## src/sv/lla_pkg.sv

```systemverilog
package lla_pkg;

  // Default grid limits
  localparam int unsigned DefMaxWidth  = 1024;
  localparam int unsigned DefMaxHeight = 4096;

  // Rule masks cover neighbour counts 0..8
  localparam int unsigned MaskW   = 9;
  localparam int unsigned CountW  = 4;
  localparam int unsigned CfgIdxW = 2;

  // One window column: current row, row above, row two above
  localparam int unsigned ColBits = 3;
  // Stored window columns behind the incoming one
  localparam int unsigned WinCells = 2;

  // Register reset values
  localparam logic [MaskW-1:0] RstSurvive    = 9'd12;
  localparam logic [MaskW-1:0] RstBirth      = 9'd8;
  localparam int unsigned      RstGridWidth  = 64;
  localparam int unsigned      RstGridHeight = 64;

  typedef enum logic [CfgIdxW-1:0] {
    CfgSurvive = 2'd0,
    CfgBirth   = 2'd1,
    CfgWidth   = 2'd2,
    CfgHeight  = 2'd3
  } cfg_idx_e;

  // Live cells in one window column
  function automatic logic [1:0] col_ones(logic [ColBits-1:0] col);
    col_ones = {1'b0, col[0]} + {1'b0, col[1]} + {1'b0, col[2]};
  endfunction

endpackage

```

## src/sv/lla_win_cell.sv

```systemverilog
module lla_win_cell (
  input  logic                        clk_i,
  input  logic                        rst_ni,
  input  logic                        shift_i,
  input  logic [lla_pkg::ColBits-1:0] col_i,
  output logic [lla_pkg::ColBits-1:0] col_o,
  output logic [1:0]                  ones_o
);
  import lla_pkg::*;

  logic [ColBits-1:0] col_q;

  // Column moves one place down the chain per transfer
  always_ff @(posedge clk_i or negedge rst_ni) begin
    if (!rst_ni) begin
      col_q <= '0;
    end else if (shift_i) begin
      col_q <= col_i;
    end
  end

  assign col_o  = col_q;
  assign ones_o = col_ones(col_q);

endmodule

```

## src/sv/lla_line_buf.sv

```systemverilog
module lla_line_buf #(
  parameter int unsigned Depth = lla_pkg::DefMaxWidth,
  parameter int unsigned AddrW = $clog2(Depth)
) (
  input  logic             clk_i,
  input  logic             rd_en_i,
  input  logic [AddrW-1:0] rd_addr_i,
  output logic [1:0]       rd_data_o,
  input  logic             wr_en_i,
  input  logic [AddrW-1:0] wr_addr_i,
  input  logic [1:0]       wr_data_i
);
  // bit 0: row above, bit 1: row two above
  logic [1:0] mem [Depth];
  logic [1:0] rd_data_q;

  always_ff @(posedge clk_i) begin
    if (wr_en_i) begin
      mem[wr_addr_i] <= wr_data_i;
    end
  end

  always_ff @(posedge clk_i) begin
    if (rd_en_i) begin
      rd_data_q <= mem[rd_addr_i];
    end
  end

  assign rd_data_o = rd_data_q;

endmodule

```

## src/sv/lla_out_fifo.sv

```systemverilog
module lla_out_fifo #(
  parameter int unsigned Width = 8
) (
  input  logic             clk_i,
  input  logic             rst_ni,
  input  logic             push_i,
  input  logic [Width-1:0] data_i,
  output logic             valid_o,
  input  logic             ready_i,
  output logic [Width-1:0] data_o,
  output logic [1:0]       cnt_o
);
  logic [Width-1:0] entry_q [2];
  logic             wr_ptr_q, wr_ptr_d;
  logic             rd_ptr_q, rd_ptr_d;
  logic [1:0]       cnt_q, cnt_d;
  logic             pop;

  assign valid_o = (cnt_q != 2'd0);
  assign pop     = valid_o && ready_i;
  assign data_o  = entry_q[rd_ptr_q];
  assign cnt_o   = cnt_q;

  // Pointer and fill count update
  always_comb begin
    wr_ptr_d = push_i ? ~wr_ptr_q : wr_ptr_q;
    rd_ptr_d = pop ? ~rd_ptr_q : rd_ptr_q;
    cnt_d    = cnt_q + {1'b0, push_i} - {1'b0, pop};
  end

  always_ff @(posedge clk_i or negedge rst_ni) begin
    if (!rst_ni) begin
      wr_ptr_q <= 1'b0;
      rd_ptr_q <= 1'b0;
      cnt_q    <= 2'd0;
    end else begin
      wr_ptr_q <= wr_ptr_d;
      rd_ptr_q <= rd_ptr_d;
      cnt_q    <= cnt_d;
    end
  end

  // Payload storage
  always_ff @(posedge clk_i) begin
    if (push_i) begin
      entry_q[wr_ptr_q] <= data_i;
    end
  end

endmodule

```

## src/sv/life_like_automaton_window_step.sv

```systemverilog
// Life-like cellular automaton, one generation per raster frame. Cells stream in on the slave
// side row by row, left to right, one per transfer, and the block sustains one cell per clock
// cycle while results are taken. Each cell is read against two line buffers (one memory, one
// read and one write port) and shifted into a 3x3 window held by a chain of column cells. For
// every interior cell one result transfer leaves once the cell below and to the right of it
// is accepted, carrying its row, column, live neighbour count and next state; tlast marks the
// final interior cell of a frame. Border rows and columns give no output. survive_mask and
// birth_mask select the rule (bit n set: n live neighbours keep or make a cell alive);
// grid_width and grid_height are clamped to 3..MAX_WIDTH and 3..MAX_HEIGHT, and writing either
// one restarts the frame at row 0, column 0. Write configuration only while the block is idle.
// A two-entry output queue lets input keep flowing while one result waits to be taken.
module life_like_automaton_window_step #(
  parameter int unsigned MAX_WIDTH  = lla_pkg::DefMaxWidth,
  parameter int unsigned MAX_HEIGHT = lla_pkg::DefMaxHeight,
  parameter int unsigned CW         = $clog2(MAX_WIDTH),
  parameter int unsigned RW         = $clog2(MAX_HEIGHT),
  parameter int unsigned OUT_W      = ((RW + CW + 5 + 7) / 8) * 8,
  parameter int unsigned CFG_W      = (RW + 1 > lla_pkg::MaskW) ? RW + 1 : lla_pkg::MaskW
) (
  input  logic                        clk_i,
  input  logic                        rst_ni,
  // slave side
  input  logic                        s_axis_tvalid,
  output logic                        s_axis_tready,
  input  logic [7:0]                  s_axis_tdata,  // [0] cell_alive
  // master side
  output logic                        m_axis_tvalid,
  input  logic                        m_axis_tready,
  output logic [OUT_W-1:0]            m_axis_tdata,  // cell_row, cell_col, neighbour_count,
                                                     // next_alive (lowest first)
  output logic                        m_axis_tlast,  // frame_last
  // configuration
  input  logic                        cfg_we_i,
  input  lla_pkg::cfg_idx_e           cfg_idx_i,
  input  logic [CFG_W-1:0]            cfg_data_i
);
  import lla_pkg::*;

  localparam int unsigned WW   = CW + 1;
  localparam int unsigned HW   = RW + 1;
  localparam int unsigned PayW = RW + CW + CountW + 2;
  localparam int unsigned RstWM1 =
    (RstGridWidth > MAX_WIDTH) ? MAX_WIDTH - 1 : RstGridWidth - 1;
  localparam int unsigned RstHM1 =
    (RstGridHeight > MAX_HEIGHT) ? MAX_HEIGHT - 1 : RstGridHeight - 1;

  // Configuration registers
  logic [MaskW-1:0] survive_q, birth_q;
  logic [CW-1:0]    w_m1_q, w_m1_d;
  logic [RW-1:0]    h_m1_q, h_m1_d;

  // Raster position of the next input
  logic [CW-1:0]    col_q, col_d;
  logic [RW-1:0]    row_q, row_d;

  // Line buffer stage
  logic             s1_valid_q, s1_res_q, s1_cell_q, s1_last_q;
  logic [CW-1:0]    s1_addr_q, s1_col_q;
  logic [RW-1:0]    s1_row_q;

  logic             accept, pop, push;
  logic [1:0]       rd_word;
  logic [1:0]       fifo_cnt, occ_nxt;
  logic [PayW-1:0]  res_data, fifo_data;
  logic             fifo_valid;

  logic [WW-1:0]    cfg_w;
  logic [HW-1:0]    cfg_h;

  logic [ColBits-1:0] win_col [WinCells+1];
  logic [1:0]         win_ones [WinCells];
  logic               centre, next_alive;
  logic [CountW-1:0]  n_count;
  logic [MaskW-1:0]   rule;

  assign accept = s_axis_tvalid && s_axis_tready;
  assign pop    = fifo_valid && m_axis_tready;
  assign push   = s1_valid_q && s1_res_q;

  // Take a cell only if its result is sure to find room in the queue
  assign occ_nxt       = fifo_cnt + {1'b0, push} - {1'b0, pop};
  assign s_axis_tready = !occ_nxt[1];

  // Clamp grid size on write, keep size minus one
  assign cfg_w = cfg_data_i[WW-1:0];
  assign cfg_h = cfg_data_i[HW-1:0];

  always_comb begin
    if (cfg_w < WW'(3)) begin
      w_m1_d = CW'(2);
    end else if (cfg_w > WW'(MAX_WIDTH)) begin
      w_m1_d = CW'(MAX_WIDTH - 1);
    end else begin
      w_m1_d = CW'(cfg_w - WW'(1));
    end
    if (cfg_h < HW'(3)) begin
      h_m1_d = RW'(2);
    end else if (cfg_h > HW'(MAX_HEIGHT)) begin
      h_m1_d = RW'(MAX_HEIGHT - 1);
    end else begin
      h_m1_d = RW'(cfg_h - HW'(1));
    end
  end

  always_ff @(posedge clk_i or negedge rst_ni) begin
    if (!rst_ni) begin
      survive_q <= RstSurvive;
      birth_q   <= RstBirth;
      w_m1_q    <= CW'(RstWM1);
      h_m1_q    <= RW'(RstHM1);
    end else if (cfg_we_i) begin
      case (cfg_idx_i)
        CfgSurvive: survive_q <= cfg_data_i[MaskW-1:0];
        CfgBirth:   birth_q   <= cfg_data_i[MaskW-1:0];
        CfgWidth:   w_m1_q    <= w_m1_d;
        CfgHeight:  h_m1_q    <= h_m1_d;
        default: ;
      endcase
    end
  end

  // Raster position counters
  always_comb begin
    col_d = col_q;
    row_d = row_q;
    if (cfg_we_i && (cfg_idx_i == CfgWidth || cfg_idx_i == CfgHeight)) begin
      col_d = '0;
      row_d = '0;
    end else if (accept) begin
      if (col_q == w_m1_q) begin
        col_d = '0;
        row_d = (row_q == h_m1_q) ? '0 : row_q + RW'(1);
      end else begin
        col_d = col_q + CW'(1);
      end
    end
  end

  always_ff @(posedge clk_i or negedge rst_ni) begin
    if (!rst_ni) begin
      col_q <= '0;
      row_q <= '0;
    end else begin
      col_q <= col_d;
      row_q <= row_d;
    end
  end

  // Accept stage: tag the cell with its result coordinates
  always_ff @(posedge clk_i or negedge rst_ni) begin
    if (!rst_ni) begin
      s1_valid_q <= 1'b0;
      s1_res_q   <= 1'b0;
    end else begin
      s1_valid_q <= accept;
      s1_res_q   <= accept && (row_q >= RW'(2)) && (col_q >= CW'(2));
    end
  end

  always_ff @(posedge clk_i) begin
    if (accept) begin
      s1_cell_q <= s_axis_tdata[0];
      s1_addr_q <= col_q;
      s1_row_q  <= row_q - RW'(1);
      s1_col_q  <= col_q - CW'(1);
      s1_last_q <= (row_q == h_m1_q) && (col_q == w_m1_q);
    end
  end

  // Line buffers: read on accept, write back in the following cycle
  lla_line_buf #(
    .Depth (MAX_WIDTH),
    .AddrW (CW)
  ) u_line_buf (
    .clk_i     (clk_i),
    .rd_en_i   (accept),
    .rd_addr_i (col_q),
    .rd_data_o (rd_word),
    .wr_en_i   (s1_valid_q),
    .wr_addr_i (s1_addr_q),
    .wr_data_i ({rd_word[0], s1_cell_q})
  );

  // Window: incoming column plus a chain of stored columns
  assign win_col[0] = {rd_word[1], rd_word[0], s1_cell_q};

  for (genvar i = 0; i < WinCells; i++) begin : g_cell
    lla_win_cell u_cell (
      .clk_i   (clk_i),
      .rst_ni  (rst_ni),
      .shift_i (s1_valid_q),
      .col_i   (win_col[i]),
      .col_o   (win_col[i+1]),
      .ones_o  (win_ones[i])
    );
  end

  // Neighbour count and rule lookup
  assign centre  = win_col[1][1];
  assign n_count = {2'b00, col_ones(win_col[0])} + {2'b00, win_ones[0]}
                 + {2'b00, win_ones[1]} - {3'b000, centre};
  assign rule       = centre ? survive_q : birth_q;
  assign next_alive = rule[n_count];

  assign res_data = {s1_last_q, next_alive, n_count, s1_col_q, s1_row_q};

  lla_out_fifo #(
    .Width (PayW)
  ) u_out_fifo (
    .clk_i   (clk_i),
    .rst_ni  (rst_ni),
    .push_i  (push),
    .data_i  (res_data),
    .valid_o (fifo_valid),
    .ready_i (m_axis_tready),
    .data_o  (fifo_data),
    .cnt_o   (fifo_cnt)
  );

  assign m_axis_tvalid = fifo_valid;
  assign m_axis_tdata  = OUT_W'(fifo_data[PayW-2:0]);
  assign m_axis_tlast  = fifo_data[PayW-1];

  // Queue is never full when a result arrives
  a_no_overflow: assert property (@(posedge clk_i) disable iff (!rst_ni)
    (fifo_cnt == 2'd2) |-> !push)
    else $error("result queue overflow");

  // Every accepted cell is written back to the line buffers next cycle
  a_writeback: assert property (@(posedge clk_i) disable iff (!rst_ni)
    accept |=> s1_valid_q)
    else $error("line buffer write-back missing");

  // Position stays inside the clamped grid
  a_pos_range: assert property (@(posedge clk_i) disable iff (!rst_ni)
    (col_q <= w_m1_q) && (row_q <= h_m1_q))
    else $error("raster position out of grid");

  // A result is only queued for a cell that was accepted
  a_push_src: assert property (@(posedge clk_i) disable iff (!rst_ni)
    push |-> $past(accept))
    else $error("result without accepted cell");

endmodule

```

## config.mk

```make
export PLATFORM = sky130hd
export DESIGN_NAME = life_like_automaton_window_step
export DESIGN_NICKNAME = d
export VERILOG_FILES = /design/src/sv/lla_pkg.sv /design/src/sv/lla_win_cell.sv /design/src/sv/lla_line_buf.sv /design/src/sv/lla_out_fifo.sv /design/src/sv/life_like_automaton_window_step.sv
export SDC_FILE = /design/constraint.sdc
export NUM_CORES = 2
export LEC_CHECK = 0
export CAP_MARGIN = 20
export CELL_PAD_IN_SITES_DETAIL_PLACEMENT = 0
export CELL_PAD_IN_SITES_GLOBAL_PLACEMENT = 1
export CORE_MARGIN = 2
export CORE_UTILIZATION = 50
export DETAILED_ROUTE_END_ITERATION = 7
export DONT_BUFFER_PORTS = 1
export PLACE_DENSITY_LB_ADDON = 0.05
export SETUP_SLACK_MARGIN = 0.15
export SYNTH_ARGS = -nofsm -noshare
export SYNTH_HDL_FRONTEND = slang
export SYNTH_SLANG_ARGS = --single-unit
```

## constraint.sdc

```tcl
create_clock -name clk_i -period 15.42 [get_ports clk_i]
set_input_delay 0.771 -clock clk_i [delete_from_list [all_inputs] [get_ports clk_i]]
set_output_delay 0.771 -clock clk_i [all_outputs]
set_load 0.02 [all_outputs]
```

==> results.sh <==
export IMPL_cts_hold_buf=3
export IMPL_slew_limit_headroom=0.193
export IMPL_start_util=0.503
export IMPL_firstDrtPassIters=7
export IMPL_yosysTopAreaCell="edfxtp_1"
export IMPL_crit_chain="buf_12, buf_4, buf_4, mux4_2, a22oi_1, a21oi_1, or4_1, nand2_1, o21ai_0, nor3_1, nor4_1"
export IMPL_hpwl_um=137000
export IMPL_grt_pass1_wl_um=356000
export IMPL_peakVddDrop_v=0.000148
export IMPL_num_rows=156
export IMPL_cpMostUsedCell="buf_4"
export IMPL_core_area_mm2=0.181
export IMPL_cts_setup_buffers=0
export IMPL_syn_area_mm2=0.0911
export IMPL_stdcell_count=7860
export IMPL_endpoint="u_line_buf.rd_data_o[1]"
export IMPL_yosys_cell_count_top_type="edfxtp_1"
export IMPL_clk_pin_slew_worst_paths_ns=0.07
export IMPL_grt_pass1_vias=49400
export IMPL_clockBufferDepth=3
export IMPL_finClkSkew_ns=0.0331
export IMPL_start_kind="register"
export IMPL_final_net_count=5332
export IMPL_dp_cells=7424
export IMPL_setup_violations_final=0
export IMPL_critPathTopFamily="simple AND/OR/NAND/NOR gates"
export IMPL_grtUsageTotal=0.271
export IMPL_leakagePower_uw=0.0306
export IMPL_ctsResizeCount=0
export IMPL_routedWlPerCell_um=31.8
export IMPL_hold_ws_ns=0.0626
export IMPL_area_delta_synth_final_pct=10.8
export IMPL_critPathSlowestCell="nor3_1"
export IMPL_worstRegToRegCells=11
export IMPL_drv_slew=0
export IMPL_cts_root_buf="clkbuf_16"
export IMPL_drc=0
export IMPL_maxCapViolations=0
export IMPL_vias=48700
export IMPL_yosysWarnings=0
export IMPL_reg2reg_slack_ns=9.56
export IMPL_synthFlopType="edfxtp_1"
export IMPL_port_buffers=0
export IMPL_synth_top_cell_area_share=0.705
export IMPL_fin_crit_sh=0.380
export IMPL_routabilityCongestion=0.806
export IMPL_antenna_found_initial=9
export IMPL_synthCells=5359
export IMPL_status="completed"
export IMPL_cts_buffers=227
export IMPL_chipWidth_um=431
export IMPL_synth_edf_count=2140
export IMPL_ys_top_cells_by_count="edfxtp_1 (2,140), nor2_1 (1,075), mux4_2 (462)"
export IMPL_synth_seq_cells=2214
export IMPL_crit_buf_inv=3
export IMPL_cp_max_fo=95
export IMPL_tightest_slew_ns=1.21
export IMPL_grt_max_degree=109
export IMPL_worst_path_largest_cell_delay_ns=0.88
export IMPL_io_pins=63
export IMPL_place_area_mm2=0.0934
export IMPL_cts_sinks=2214
export IMPL_hold_violations=0
export IMPL_worstReg2RegEnd="u_line_buf.rd_data_o[1]"
export IMPL_power_density_mw_per_mm2=169
export IMPL_drive_gt1_frac=0.199
export IMPL_gr_total_overflow=0
export IMPL_crit_required_ns=16.00
export IMPL_cts_tree="done"
export IMPL_min_period_ns=5.86
export IMPL_ys_top_cells_by_area="edfxtp_1 (71%), mux4_2 (11%), nor2_1 (4.4%)"
export IMPL_cp_arrival_ns=6.45
export IMPL_final_area_mm2=0.101
export IMPL_worstHoldPathType="input pin to register"
export IMPL_critPathKind="register to register"
export IMPL_async_flop_share=0.0334
export IMPL_routed_wl_um=250000
export IMPL_vias_per_cell=6.20
export IMPL_timing_rr_start="col_q[1]"
export IMPL_yosysUniqueCellTypes=77
export IMPL_path_depth=11
export IMPL_cp_end_kind="register"
export IMPL_max_freq_ghz=0.171
export IMPL_syn_avg_cell_area_um2=17.0
export IMPL_dieArea_mm2=0.186
export IMPL_rsz0062_at_grt="false"
export IMPL_htree_levels=4
export IMPL_fp_dieH_um=431
export IMPL_drt_iter0_markers=5188
export IMPL_yosysSeqAreaShare=0.726
export IMPL_drtAntennaViolNets=0
export IMPL_startpoint="col_q[1]"
export IMPL_worstSkewPairLatency_ns=0.87
-- kinds of logic after synthesis --
kind of cell               Yosys count  share of synthesized area
DFF                               2214                      0.726
and+or+nand+nor                   1468                     0.0659
muxes                              663                      0.137
buffers and inverters              481                     0.0276
AOI/OAI and AO/OA                  459                     0.0350
xor gates and xnor gates            55                    0.00529
adders and majority gates           18                    0.00297
other                                1                  0.0000412
-- worst min-delay path by stage --
stage,start,to,slack [ns],depth (start not counted)
after floorplan,col_q[3],s1_addr_q[3],0.42,0
after global placement,s1_last_q,u_out_fifo.entry_q[0][27],0.42,0
after detailed placement,s1_last_q,u_out_fifo.entry_q[0][27],0.43,0
after CTS,cfg_data_i[2],birth_q[2],0.004,1
after global routing,cfg_data_i[3],birth_q[3],0.02,1
final,cfg_data_i[8],birth_q[8],0.06,1
-- layout make-up --
class,instances,area [um^2]
fillers,14300,80000
flip-flops and latches,2214,66200
multi-input cells,2668,22900
clock buffers,265,5890
well taps,2370,2970
clock inverters,164,1660
repair buffers,143,1240
inverters,32,121
diodes,4,10.0
-- placed cells by master (no fill, tap or decap), types with 15 or more instances in the layout --
| cell type | count |
|---|---|
| xnor2_1 | 25 |
| a211oi_1 | 20 |
| buf_4 | 130 |
| bufinv_16 | 33 |
| clkinv_2 | 42 |
| nor3_1 | 22 |
| dfstp_2 | 15 |
| edfxtp_1 | 2140 |
| nor4_1 | 19 |
| o22ai_1 | 23 |
| clkbuf_1 | 35 |
| a21oi_1 | 88 |
| a22oi_1 | 148 |
| o221ai_1 | 23 |
| and3_1 | 15 |
| mux2_2 | 69 |
| inv_1 | 28 |
| clkinv_1 | 69 |
| clkbuf_16 | 230 |
| nor2_1 | 1070 |
| nand3_4 | 32 |
| mux4_2 | 462 |
| a22o_1 | 19 |
| dfrtp_1 | 52 |
| xor2_1 | 30 |
| o211ai_1 | 18 |
| nand2_1 | 172 |
| o21ai_0 | 48 |
| nand3_1 | 42 |
| mux2i_1 | 132 |
-- worst reg2reg max path: stages, from the launching register on --
cell	delay, ns
dfrtp_4	0.80
buf_12	0.46
buf_4	1.00
buf_4	0.59
mux4_2	0.40
a22oi_1	0.24
a21oi_1	0.10
or4_1	0.61
nand2_1	0.10
o21ai_0	0.26
nor3_1	0.89
nor4_1	0.14
-- report_power, final --
part / switching, uW / internal [uW]
Clock: 2310 / 3270
Sequential: 121 / 7360
Combinational: 2610 / 1440
Total: 5050 / 12100
-- routing by layer --
layer,vias up,part of all wire,global-route usage,routed length (um)
li1,20700,-,-,-
met4,0,0.026,0.0739,6580
met1,25900,0.42,0.381,105000
met5,-,0,0,0
met2,1762,0.49,0.444,122000
met3,324,0.067,0.0414,16700
-- per-stage QoR --
stage                     setup WS [ns]  setup TNS (ns)   util  total power, uW
after floorplan                  -0.390          -0.779      -            11000
after global placement             9.64               0  0.515            11700
after detailed placement           9.64               0  0.516            11700
after CTS                          9.62               0  0.558            17200
after global routing               9.39               0  0.558            17700
final                              9.56               0  0.558            17100
-- registers in the layout, summed over array words and instances, names as in the netlist --
signal / flops
col_q: 10
u_out_fifo.cnt_o: 2
s1_valid_q: 1
u_out_fifo.rd_ptr_q: 1
s1_row_q: 12
s1_last_q: 1
row_q: 12
s1_res_q: 1
u_line_buf.mem: 2048
u_out_fifo.entry_q: 56
u_out_fifo.wr_ptr_q: 1
w_m1_q: 10
survive_q: 9
h_m1_q: 12
s1_cell_q: 1
g_cell.u_cell.col_o: 6
s1_addr_q: 10
s1_col_q: 10
birth_q: 9
u_line_buf.rd_data_o: 2
No activity file was read; power rests on OpenSTA's default activity.
